**src/hw/rtl/overwriting_log_ring_buffer_macros.svh**
```systemverilog
// ----------------------------------------------------------------------------
// Log ring buffer assertion macros
// Clocked assertion shorthands used by the ring buffer RTL.
// ----------------------------------------------------------------------------
`ifndef OVERWRITING_LOG_RING_BUFFER_MACROS_SVH
`define OVERWRITING_LOG_RING_BUFFER_MACROS_SVH

// Checked only while out of reset.
`define OLRB_ASSERT(label, prop, msg) \
  label: assert property (@(posedge clk_i) disable iff (!rst_ni) prop) else $error(msg);

// Checked at every edge, reset included.
`define OLRB_ASSERT_ALWAYS(label, prop, msg) \
  label: assert property (@(posedge clk_i) prop) else $error(msg);

`endif

```
**src/hw/rtl/olrb_pkg.sv**
```systemverilog
// ----------------------------------------------------------------------------
// Log ring buffer package
// Payload types, command codes and fixed constants.
// ----------------------------------------------------------------------------
`timescale 1ns / 1ps
`default_nettype none

package olrb_pkg;

  localparam int unsigned CHAN_COUNTED = 4;
  localparam int unsigned CHAN_IDX_W   = $clog2(CHAN_COUNTED);
  localparam int unsigned THRESH_W     = 7;
  localparam int unsigned FILL_W       = 7;
  localparam logic [THRESH_W-1:0] THRESH_RESET = 7'd48;

  typedef enum logic {
    CMD_WRITE = 1'b0,
    CMD_READ  = 1'b1
  } cmd_e;

  // Stored entry, 61 bits, time in the low bits.
  typedef struct packed {
    logic [7:0]  flags;
    logic [15:0] value;
    logic [1:0]  kind;
    logic [2:0]  channel;
    logic [31:0] time_ms;
  } entry_t;

  typedef struct packed {
    cmd_e        command;
    logic [31:0] entry_time;
    logic [2:0]  entry_channel;
    logic [1:0]  entry_type;
    logic [15:0] entry_value;
    logic [7:0]  entry_flags;
  } in_data_t;

  typedef struct packed {
    logic        read_valid;
    logic [31:0] out_time;
    logic [2:0]  out_channel;
    logic [1:0]  out_type;
    logic [15:0] out_value;
    logic [7:0]  out_flags;
    logic [FILL_W-1:0] fill_level;
    logic [31:0] writes_total;
    logic [31:0] overwrites_total;
    logic [31:0] channel_tally;
    logic        export_due;
  } out_data_t;

  // Status carried alongside the registered store read.
  typedef struct packed {
    logic              read_valid;
    logic [FILL_W-1:0] fill_level;
    logic [31:0]       writes_total;
    logic [31:0]       overwrites_total;
    logic [31:0]       channel_tally;
    logic              export_due;
  } stat_t;

endpackage

`default_nettype wire

```
**src/hw/rtl/olrb_if.sv**
```systemverilog
// ----------------------------------------------------------------------------
// Log ring buffer channel interfaces
// Valid/ready channels for commands, results and the threshold register.
// ----------------------------------------------------------------------------
`timescale 1ns / 1ps
`default_nettype none

interface olrb_in_if;
  logic              valid;
  logic              ready;
  olrb_pkg::in_data_t data;
  modport source (output valid, output data, input ready);
  modport sink   (input valid, input data, output ready);
endinterface

interface olrb_out_if;
  logic               valid;
  logic               ready;
  olrb_pkg::out_data_t data;
  modport source (output valid, output data, input ready);
  modport sink   (input valid, input data, output ready);
endinterface

interface olrb_cfg_if;
  logic                              valid;
  logic                              ready;
  logic [olrb_pkg::THRESH_W-1:0]     data;
  modport source (output valid, output data, input ready);
  modport sink   (input valid, input data, output ready);
endinterface

`default_nettype wire

```
**src/hw/rtl/overwriting_log_ring_buffer.sv**
```systemverilog
// ----------------------------------------------------------------------------
// Overwriting log ring buffer
// Circular log store that drops the oldest entry when full, with counters.
// ----------------------------------------------------------------------------
// One command transaction is taken per cycle unless the middle stage is full
// behind a stalled output. On acceptance pointers and counters update and the
// store is read at the tail (registered read port) into the middle stage,
// which then loads the output register. A stalled output still lets one more
// command in, held in the middle stage. The store has no reset; the threshold
// register resets to 48 and may be written whenever no command is in flight.
`timescale 1ns / 1ps
`default_nettype none
`include "overwriting_log_ring_buffer_macros.svh"

module overwriting_log_ring_buffer #(
  parameter int unsigned RING_DEPTH = 64
) (
  input  wire              clk_i,
  input  wire              rst_ni,
  olrb_in_if.sink          in_i,
  olrb_out_if.source       out_o,
  olrb_cfg_if.sink         cfg_i
);

  localparam int unsigned PW   = (RING_DEPTH > 1) ? $clog2(RING_DEPTH) : 1;
  localparam int unsigned CW   = $clog2(RING_DEPTH + 1);
  localparam int unsigned CMPW = (CW > olrb_pkg::THRESH_W) ? CW : olrb_pkg::THRESH_W;
  localparam logic [PW-1:0] LAST_SLOT = PW'(RING_DEPTH - 1);
  localparam logic [CW-1:0] FULL_CNT  = CW'(RING_DEPTH);

  function automatic logic [PW-1:0] next_slot(input logic [PW-1:0] idx);
    next_slot = (idx == LAST_SLOT) ? '0 : idx + PW'(1);
  endfunction

  // Pointers, counters, threshold
  logic [PW-1:0] head_q, head_d, tail_q, tail_d;
  logic [CW-1:0] count_q, count_d;
  logic [31:0]   writes_q, writes_d, ovw_q, ovw_d;
  logic [31:0]   chan_cnt_q [olrb_pkg::CHAN_COUNTED];
  logic [31:0]   chan_cnt_d [olrb_pkg::CHAN_COUNTED];
  logic [olrb_pkg::THRESH_W-1:0] thr_q;

  // Store
  olrb_pkg::entry_t mem [RING_DEPTH];
  olrb_pkg::entry_t rdata_q;
  olrb_pkg::entry_t wr_entry;

  // Pipeline
  logic               s1_valid_q, s1_valid_d;
  olrb_pkg::stat_t    s1_q, s1_d;
  logic               out_valid_q, out_valid_d;
  olrb_pkg::out_data_t out_q;

  logic accept, s1_adv, is_write, is_read, chan_ok;
  logic [olrb_pkg::CHAN_IDX_W-1:0] chan_idx;

  assign s1_adv     = !out_valid_q || out_o.ready;
  assign in_i.ready = !s1_valid_q || s1_adv;
  assign accept     = in_i.valid && in_i.ready;
  assign cfg_i.ready = 1'b1;

  assign is_write = accept && (in_i.data.command == olrb_pkg::CMD_WRITE);
  assign is_read  = accept && (in_i.data.command == olrb_pkg::CMD_READ) && (count_q != '0);
  assign chan_ok  = in_i.data.entry_channel < 3'(olrb_pkg::CHAN_COUNTED);
  assign chan_idx = in_i.data.entry_channel[olrb_pkg::CHAN_IDX_W-1:0];

  assign wr_entry.flags   = in_i.data.entry_flags;
  assign wr_entry.value   = in_i.data.entry_value;
  assign wr_entry.kind    = in_i.data.entry_type;
  assign wr_entry.channel = in_i.data.entry_channel;
  assign wr_entry.time_ms = in_i.data.entry_time;

  // State update for the accepted command
  always_comb begin
    head_d   = head_q;
    tail_d   = tail_q;
    count_d  = count_q;
    writes_d = writes_q;
    ovw_d    = ovw_q;
    for (int i = 0; i < olrb_pkg::CHAN_COUNTED; i++) begin
      chan_cnt_d[i] = chan_cnt_q[i];
    end
    if (is_write) begin
      head_d   = next_slot(head_q);
      writes_d = writes_q + 32'd1;
      if (count_q == FULL_CNT) begin
        // full: drop the oldest
        tail_d = next_slot(tail_q);
        ovw_d  = ovw_q + 32'd1;
      end else begin
        count_d = count_q + CW'(1);
      end
      if (chan_ok) begin
        chan_cnt_d[chan_idx] = chan_cnt_q[chan_idx] + 32'd1;
      end
    end else if (is_read) begin
      tail_d  = next_slot(tail_q);
      count_d = count_q - CW'(1);
    end
  end

  always_comb begin
    s1_d.read_valid       = is_read;
    s1_d.fill_level       = olrb_pkg::FILL_W'(count_d);
    s1_d.writes_total     = writes_d;
    s1_d.overwrites_total = ovw_d;
    s1_d.channel_tally    = chan_ok ? chan_cnt_d[chan_idx] : 32'd0;
    s1_d.export_due       = CMPW'(count_d) >= CMPW'(thr_q);
  end

  always_comb begin
    if (accept) begin
      s1_valid_d = 1'b1;
    end else if (s1_adv) begin
      s1_valid_d = 1'b0;
    end else begin
      s1_valid_d = s1_valid_q;
    end
    out_valid_d = s1_adv ? s1_valid_q : out_valid_q;
  end

  always_ff @(posedge clk_i or negedge rst_ni) begin
    if (!rst_ni) begin
      head_q      <= '0;
      tail_q      <= '0;
      count_q     <= '0;
      writes_q    <= '0;
      ovw_q       <= '0;
      thr_q       <= olrb_pkg::THRESH_RESET;
      s1_valid_q  <= 1'b0;
      out_valid_q <= 1'b0;
      for (int i = 0; i < olrb_pkg::CHAN_COUNTED; i++) begin
        chan_cnt_q[i] <= '0;
      end
    end else begin
      head_q      <= head_d;
      tail_q      <= tail_d;
      count_q     <= count_d;
      writes_q    <= writes_d;
      ovw_q       <= ovw_d;
      s1_valid_q  <= s1_valid_d;
      out_valid_q <= out_valid_d;
      for (int i = 0; i < olrb_pkg::CHAN_COUNTED; i++) begin
        chan_cnt_q[i] <= chan_cnt_d[i];
      end
      if (cfg_i.valid && cfg_i.ready) begin
        thr_q <= cfg_i.data;
      end
    end
  end

  // Store write at head, registered read at tail
  always_ff @(posedge clk_i) begin
    if (is_write) begin
      mem[head_q] <= wr_entry;
    end
    if (accept) begin
      rdata_q <= mem[tail_q];
    end
  end

  // Payload registers
  always_ff @(posedge clk_i) begin
    if (accept) begin
      s1_q <= s1_d;
    end
    if (s1_adv && s1_valid_q) begin
      out_q.read_valid       <= s1_q.read_valid;
      out_q.out_time         <= s1_q.read_valid ? rdata_q.time_ms : '0;
      out_q.out_channel      <= s1_q.read_valid ? rdata_q.channel : '0;
      out_q.out_type         <= s1_q.read_valid ? rdata_q.kind    : '0;
      out_q.out_value        <= s1_q.read_valid ? rdata_q.value   : '0;
      out_q.out_flags        <= s1_q.read_valid ? rdata_q.flags   : '0;
      out_q.fill_level       <= s1_q.fill_level;
      out_q.writes_total     <= s1_q.writes_total;
      out_q.overwrites_total <= s1_q.overwrites_total;
      out_q.channel_tally    <= s1_q.channel_tally;
      out_q.export_due       <= s1_q.export_due;
    end
  end

  assign out_o.valid = out_valid_q;
  assign out_o.data  = out_q;

  // Assertions
  `OLRB_ASSERT_ALWAYS(a_count_bound, count_q <= FULL_CNT, "fill count above ring depth")
  `OLRB_ASSERT(a_ptr_meet, (head_q == tail_q) |-> (count_q == '0 || count_q == FULL_CNT), "pointers meet with partial fill")
  `OLRB_ASSERT(a_ovw_full, (ovw_q != $past(ovw_q)) |-> ($past(count_q) == FULL_CNT), "overwrite counted while not full")
  `OLRB_ASSERT(a_stage_hold, (s1_valid_q && !s1_adv) |=> s1_valid_q, "middle stage lost a held result")

endmodule

`default_nettype wire
```
**src/flat_wrapper.sv**
```systemverilog
// flat-port wrapper written by rule: the top's interface ports become plain ports
module overwriting_log_ring_buffer_flat 
#(
  parameter int unsigned RING_DEPTH = 64
)
  (clk_i, rst_ni, in_i_valid, in_i_data, in_i_ready, out_o_valid, out_o_data, out_o_ready, cfg_i_valid, cfg_i_data, cfg_i_ready);
  olrb_in_if in_i_i ();
  olrb_out_if out_o_i ();
  olrb_cfg_if cfg_i_i ();
  input  wire clk_i;
  input  wire rst_ni;
  input wire logic [$bits(in_i_i.valid)-1:0] in_i_valid;
  input wire logic [$bits(in_i_i.data)-1:0] in_i_data;
  output wire logic [$bits(in_i_i.ready)-1:0] in_i_ready;
  output wire logic [$bits(out_o_i.valid)-1:0] out_o_valid;
  output wire logic [$bits(out_o_i.data)-1:0] out_o_data;
  input wire logic [$bits(out_o_i.ready)-1:0] out_o_ready;
  input wire logic [$bits(cfg_i_i.valid)-1:0] cfg_i_valid;
  input wire logic [$bits(cfg_i_i.data)-1:0] cfg_i_data;
  output wire logic [$bits(cfg_i_i.ready)-1:0] cfg_i_ready;
  assign in_i_i.valid = in_i_valid;
  assign in_i_i.data = in_i_data;
  assign in_i_ready = in_i_i.ready;
  assign out_o_valid = out_o_i.valid;
  assign out_o_data = out_o_i.data;
  assign out_o_i.ready = out_o_ready;
  assign cfg_i_i.valid = cfg_i_valid;
  assign cfg_i_i.data = cfg_i_data;
  assign cfg_i_ready = cfg_i_i.ready;
  overwriting_log_ring_buffer #(.RING_DEPTH(RING_DEPTH)) u_core (.clk_i(clk_i), .rst_ni(rst_ni), .in_i(in_i_i), .out_o(out_o_i), .cfg_i(cfg_i_i));
endmodule
```
**config.mk**
```make
export PLATFORM = sky130hd
export DESIGN_NAME = overwriting_log_ring_buffer_flat
export DESIGN_NICKNAME = d
export VERILOG_FILES = /design/src/hw/rtl/olrb_pkg.sv /design/src/hw/rtl/olrb_if.sv /design/src/hw/rtl/overwriting_log_ring_buffer.sv /design/src/flat_wrapper.sv
export VERILOG_INCLUDE_DIRS = /design/src /design/src/hw/rtl
export SDC_FILE = /design/constraint.sdc
export NUM_CORES = 2
export LEC_CHECK = 0
export BUFFER_PORTS_ARGS = -buffer_cell sky130_fd_sc_hd__buf_2
export CAP_MARGIN = 20
export CORE_ASPECT_RATIO = 1.2
export CORE_MARGIN = 2
export CORE_UTILIZATION = 40
export DETAILED_ROUTE_END_ITERATION = 10
export SETUP_SLACK_MARGIN = 0.1
export SYNTH_ARGS = -nofsm -noshare
export SYNTH_HDL_FRONTEND = slang
export SYNTH_SLANG_ARGS = --single-unit
export TNS_END_PERCENT = 1
```
**constraint.sdc**
```tcl
create_clock -name clk_i -period 9.18 [get_ports clk_i]
set_input_delay 0.459 -clock clk_i [delete_from_list [all_inputs] [get_ports clk_i]]
set_output_delay 0.459 -clock clk_i [all_outputs]
set_load 0.01 [all_outputs]
```
---- Word-level counts from Yosys, hierarchy flattened ----
Memories as Yosys holds them, arrays and structs flattened. A register that Yosys moved wholly into a read port is not among the register bits.
Index checks and enable logic that the tools add are counted.
storage, ports and cells
  bits in registers ....................... 491
  bits in writable memories ............... 3904
  bits of input ports ..................... 74
  output and inout port bits .............. 169
  word-level logic and storage cells ...... 87
  memories ................................ 1
memories
  name        words  width  read ports  clocked after Yosys merged registers in  wr ports  RTL line                           RTL
  u_core.mem  64     61     1           1                                        1         overwriting_log_ring_buffer.sv:44  olrb_pkg::entry_t mem [RING_DEPTH];
cells by class
  add/subtract/negate cells ............... 7
  magnitude comparators ................... 4
  equal/unequal tests ..................... 4
  multiplexer cells ....................... 26
  bitwise operators ....................... 2
  reduce and logical (&&, ||, !) cells .... 14
operator list
  cell                     count
  $mux W128                2
  $mux W32                 8
  $bmux W32 S2             2
  $bwmux W128              1
  $add A32 B1 Y32 const B  3
  $demux W32 S2            1
  $mux W6                  5
  $mux W7                  3
  $add A6 B1 Y6 const B    2
  $eq A6 B6 Y1 const B     2
  $add A7 B1 Y7 const B    1
  $eq A7 B7 Y1 const B     1
  $ge A7 B7 Y1             1
  $reduce_bool A7 Y1       1
  $sub A7 B1 Y7 const B    1
  $logic_and A1 B1 Y1      6
  $mux W1                  4
  $reduce_bool A2 Y1       2
  $ge A3 B3 Y1 const B     1
  $lt A3 B1 Y1 const B     1
  $lt A3 B3 Y1 const B     1
  $not A2 Y3               1
  $logic_not A1 Y1         2
  $logic_or A1 B1 Y1       2
  3 further kinds          3

---- Logic depth before layout (Yosys ltp) ----
  word-level depth ........................ 11
  mapped depth ............................ 14
  gate-level depth less buffers ........... 14

---- Least setup slack after synthesis ----
Ideal clock, no wire load.
  path type ............................... input port to flip-flop
  start point ............................. input port out_o_ready
  end point ............................... register u_core.s1_q[0] in the netlist's numbering, data pin
  library setup time ...................... 254 ps
  data arrival time ....................... 7382 ps
  data required time ...................... 8926 ps
  slack ................................... 1544 ps
  cell stages on the path ................. 12
  buffers on the path ..................... 0
  cell sequence ........................... and3b_1 > inv_1 > and2_1 > o211ai_1 > o311ai_0 > ha_1 > a21o_1 > a21o_1 > a21o_1 > a21o_1 > a21o_1 > a21o_1
RTL lines
  what                  RTL line                            RTL
  from (decl)           flat_wrapper.sv:17                  input wire logic [$bits(out_o_i.ready)-1:0] out_o_ready;
  to (signal assigned)  overwriting_log_ring_buffer.sv:165  s1_q <= s1_d;
  to (decl)             overwriting_log_ring_buffer.sv:50   olrb_pkg::stat_t s1_q, s1_d;

---- Final worst setup path ----
  start point ............................. register u_core.out_valid_q (netlist: u_core.out_o.valid)
  end point ............................... memory u_core.mem[17][26] in the netlist's numbering (enable)
between the ends
  cells in the longest elaborated chain, start to end .. 7
RTL lines
  what                           RTL line                            RTL
  from (decl)                    overwriting_log_ring_buffer.sv:51   logic out_valid_q, out_valid_d;
  from (signal assigned)         overwriting_log_ring_buffer.sv:142  out_valid_q <= out_valid_d;
  $logic_not A1 Y1               overwriting_log_ring_buffer.sv:57   assign s1_adv = !out_valid_q || out_o.ready;
  $logic_or A1 B1 Y1             overwriting_log_ring_buffer.sv:57
  $logic_or A1 B1 Y1             overwriting_log_ring_buffer.sv:58   assign in_i.ready = !s1_valid_q || s1_adv;
  $logic_and A1 B1 Y1            overwriting_log_ring_buffer.sv:59   assign accept = in_i.valid && in_i.ready;
  $logic_and A1 B1 Y1            overwriting_log_ring_buffer.sv:62   assign is_write = accept && (in_i.data.command == olrb_pkg::CMD_WRITE);
  $mux W1                        overwriting_log_ring_buffer.sv:154  if (is_write) begin
  $mux W1 (not written as such)  overwriting_log_ring_buffer.sv:155  mem[head_q] <= wr_entry;
  to (decl)                      overwriting_log_ring_buffer.sv:44
No other way between the ends.

==> results.md <==
* Syn-to-layout area delta at 14.10%
* CTS clk-pin slew, worst paths at approximately 60 ps
* Clk root buf: clkbuf_16
* RSZ-0062 raised after global routing: false
* GRT Util Overall at 0.1994
* Top-level I/O count at 243
* Syn nets at 7107
* GPL Wtd Cong at 0.7672
* VDD IR-drop max at 352.1 µV
* Kind of critical path: reg -> reg
* Post-route insts no fill at about 13000
* Port buffer count at about 240
* Number of synthesized flops with an enable pin at 4236
* Outcome: finished with violations
* Clock buffer count from CTS at 425
* Critical path endpoint category: flop
* Worst path cell trace: and3b_1 -> inv_1 -> nand2b_2 -> nor2_1 -> nand3b_1 -> nor2_4 -> buf_4 -> buf_4
* Cell area power density at 278.2 nW/µm²
* Final WL at 430.5 mm
* Initial antenna violation count at 49
* Detailed Place HPWL at 227.4 mm
* Final setup violation count at 0
* Rows at 261
* Final number of max-transition violations at 0
* CP top delay family: simple AND/OR/NAND/NOR gates
* Peak Freq at between 200 and 250 MHz
* Postcts setup bufs at 0
* Final core utilization at 0.4583
* Placed insts at 12610
* Core area at about 420000 µm²
* Fin area at slightly below 200000 µm²
* Largest family of logic cells by synthesized area: multiplexers
* Measured slew at the worst slew-check pin at 1172 ps
* H-tree Lvls at 5
* Most Frequent Cell on Critical Path: buf_4
* Grt total ovfl at 0
* Routed vias at approximately 78000
* Worst path max stage delay at 760 ps
* ANT nets after route at 1
* Failing checks: antenna rules
* Ys async rst share at 0.04937
* Die area at 427900 µm²
* Commonest cells post-synth: edfxtp_1, mux4_2, dfrtp_1, clkbuf_1, nor2_1
* Hold Crit Depth at 1
* Post-layout nets at 7683
* Adder-cell area share of the yosys netlist at 0.001110
* Drt first pass iters at 6
* Final Critical Period at between 4000 and 5000 ps
* Fill cells at 34110
* Skew final at 61.44 ps
* Largest area contributor in the netlist: edfxtp_1
* Critical Path AT at 5150 ps
* Resize count post-CTS at 0
* Initial Util at 0.4017
* Yosys warnings at 0
* Worst-path maximum fanout at 27
* Die height at slightly above 700 µm
* Avg Inst Size Synth at between 20 and 25 µm²
* Final period utilization at 0.4947
* XOR/XNOR Fraction of Synth Area at 0.006342
* Avg WL per Cell at 31.90 µm
* Simple-Gate Fraction of Synth Area at 0.01552
* Dpl cell area at 177900 µm²
* Most common cell in the netlist: edfxtp_1
* DRC viols at 0
* MaxCap Viol Count at 0
* Final hold viol count at 0
* Yosys top cell area share at 0.7523
* Die Wd at around 600 µm
* TritonCTS clock tree: done
* Clock Sinks at 4456
* Vias in the first global route at 79740
* Static Leakage at 60.58 nW
* Stages on worst setup path at 8
* Hold/Removal Path Class: in -> reg
* FF-to-FF path depth at 8
* Crit-path slowest cell: nor2_4
* Post-synthesis compound-gate area fraction at 0.005661
* CP startpoint kind: flop
* Critical Path RT at a little under 10000 ps
* Setup TNS at 0 ps
* Yosys reg bits at between 4000 and 5000
* Mux cell area share after synthesis at 0.1768
* Top cells by area, synth: edfxtp_1, mux4_2, dfrtp_1
* Mapped cell area at roughly 170000 µm²
* Syn Inst Count at ~7000
* CTS Hold Bufs at 27
* Worst path buffer plus inverter count at 3
* Slew headroom at 0.2189
* Share of cells above drive strength 1 at 0.3126
* Post-synth cell types at 63
* Initial DRC Count at 8846
* Via/cell ratio at 5.786
* Main flop type after synthesis: edfxtp_1
* Clock buffer depth at 4
* Register area share after synthesis at 0.7849
* First-pass GRT wire length at between 600 and 700 mm
* Largest net degree at the start of global routing at 151
* Worst-Skew Late Latency at 1000 ps
-- final timing paths --
check / from / endpoint / slack (ps)
worst max-delay path: u_core.out_o.valid$_DFFE_PN0P_ / u_core.mem[17][26]$_DFFE_PP_ / 4640
worst min register to register: u_core.s1_q[65]$_DFFE_PN_ / u_core.out_o.data[65]$_DFFE_PP_ / 420
max in group asynchronous: rst_ni / u_core.s1_valid_q$_DFFE_PN0P_ / 7340
worst min-delay path: in_i_data[26] / u_core.mem[9][32]$_DFFE_PP_ / 80
worst max register to register: u_core.out_o.valid$_DFFE_PN0P_ / u_core.mem[17][26]$_DFFE_PP_ / 4640
min in group asynchronous: rst_ni / u_core.chan_cnt_q[7]$_DFF_PN0_ / 580
-- cell usage in the layout, fill, tap and decap left out, types with 11 or more instances in the layout --
| master | netlist | routed |
|---|---|---|
| edfxtp_1 | 4236 | 4236 |
| mux4_2 | 1306 | 1306 |
| clkbuf_16 | 0 | 428 |
| buf_2 | 99 | 237 |
| dfrtp_1 | 218 | 212 |
| buf_4 | 9 | 159 |
| nand2_1 | 132 | 131 |
| nor2_1 | 185 | 120 |
| clkbuf_1 | 216 | 86 |
| clkinv_2 | 0 | 85 |
| clkinv_1 | 0 | 84 |
| xnor2_1 | 76 | 76 |
| a21oi_1 | 69 | 69 |
| and2_1 | 69 | 67 |
| o21ai_0 | 66 | 66 |
| nor2_4 | 0 | 65 |
| buf_12 | 1 | 54 |
| dlygate4sd3_1 | 0 | 53 |
| nand3_1 | 52 | 51 |
| bufinv_16 | 0 | 40 |
| xor2_1 | 39 | 39 |
| nand4_1 | 23 | 23 |
| diode_2 | 0 | 21 |
| and3_1 | 17 | 17 |
| inv_1 | 16 | 16 |
| clkinvlp_4 | 0 | 16 |
| ha_1 | 15 | 15 |
| inv_6 | 0 | 15 |
| mux2i_1 | 11 | 11 |
| mux2_2 | 11 | 11 |
-- final cells by class --
type,instances,area (µm²),area share
repair buffers,506,4061,0.02105
well taps,5523,6910,0.03582
flip-flops and latches,4456,132700,0.6881
diodes,21,52.55,0.0002724
multi-input cells,2189,35260,0.1828
inverters,16,60.06,0.0003113
clock buffers,519,11100,0.05755
clock inverters,267,2734,0.01417
-- flip-flops by register name, indices dropped and copies added, names as in the netlist --
register / count
u_core.ovw_q: 32
u_core.s1_q: 105
u_core.rdata_q: 61
u_core.count_q: 7
u_core.tail_q: 6
u_core.writes_q: 32
u_core.thr_q: 7
u_core.mem: 3904
u_core.chan_cnt_q: 128
u_core.s1_valid_q: 1
u_core.out_o.data: 166
u_core.out_o.valid: 1
u_core.head_q: 6
-- layer usage --
| layer | vias up | share of wire | GRT usage |
|---|---|---|---|
| met5 | - | 0.00018 | 0 |
| met4 | 14 | 0.030 | 0.05757 |
| met2 | 3205 | 0.51 | 0.3409 |
| met1 | 43080 | 0.39 | 0.2656 |
| met3 | 675 | 0.069 | 0.02987 |
| li1 | 31120 | - | - |
-- logic make-up (layout without fill, tap and decap cells) --
kind of cell,count (synthesis),count (layout)
compound gates,175,175
buf+inv,373,1308
mux,1338,1338
fa+ha+maj,15,15
other cells,1,22
flops,4456,4456
simple gates,541,541
xor+xnor,119,119
-- metrics by stage --
step | worst slack (ps) | hold slack, ps | total power [mW]
after global placement | 4544 | 403.0 | 36.68
after detailed placement | 4452 | 404.5 | 36.81
after global routing | 4460 | 84.68 | 55.59
final | 4639 | 78.35 | 53.67
after floorplan | 1544 | 163.4 | 32.92
after CTS | 4582 | 4.021 | 54.27
-- power by group --
group / internal (mW) / switching, mW / leakage (nW) / total, mW
Combinational: 6.40 / 6.11 / 12.7 / 12.5
Clock: 9.79 / 7.68 / 6.74 / 17.5
Sequential: 23.1 / 0.601 / 41.2 / 23.7
Total: 39.3 / 14.4 / 60.6 / 53.7
Power figures use the tool's default switching activity.
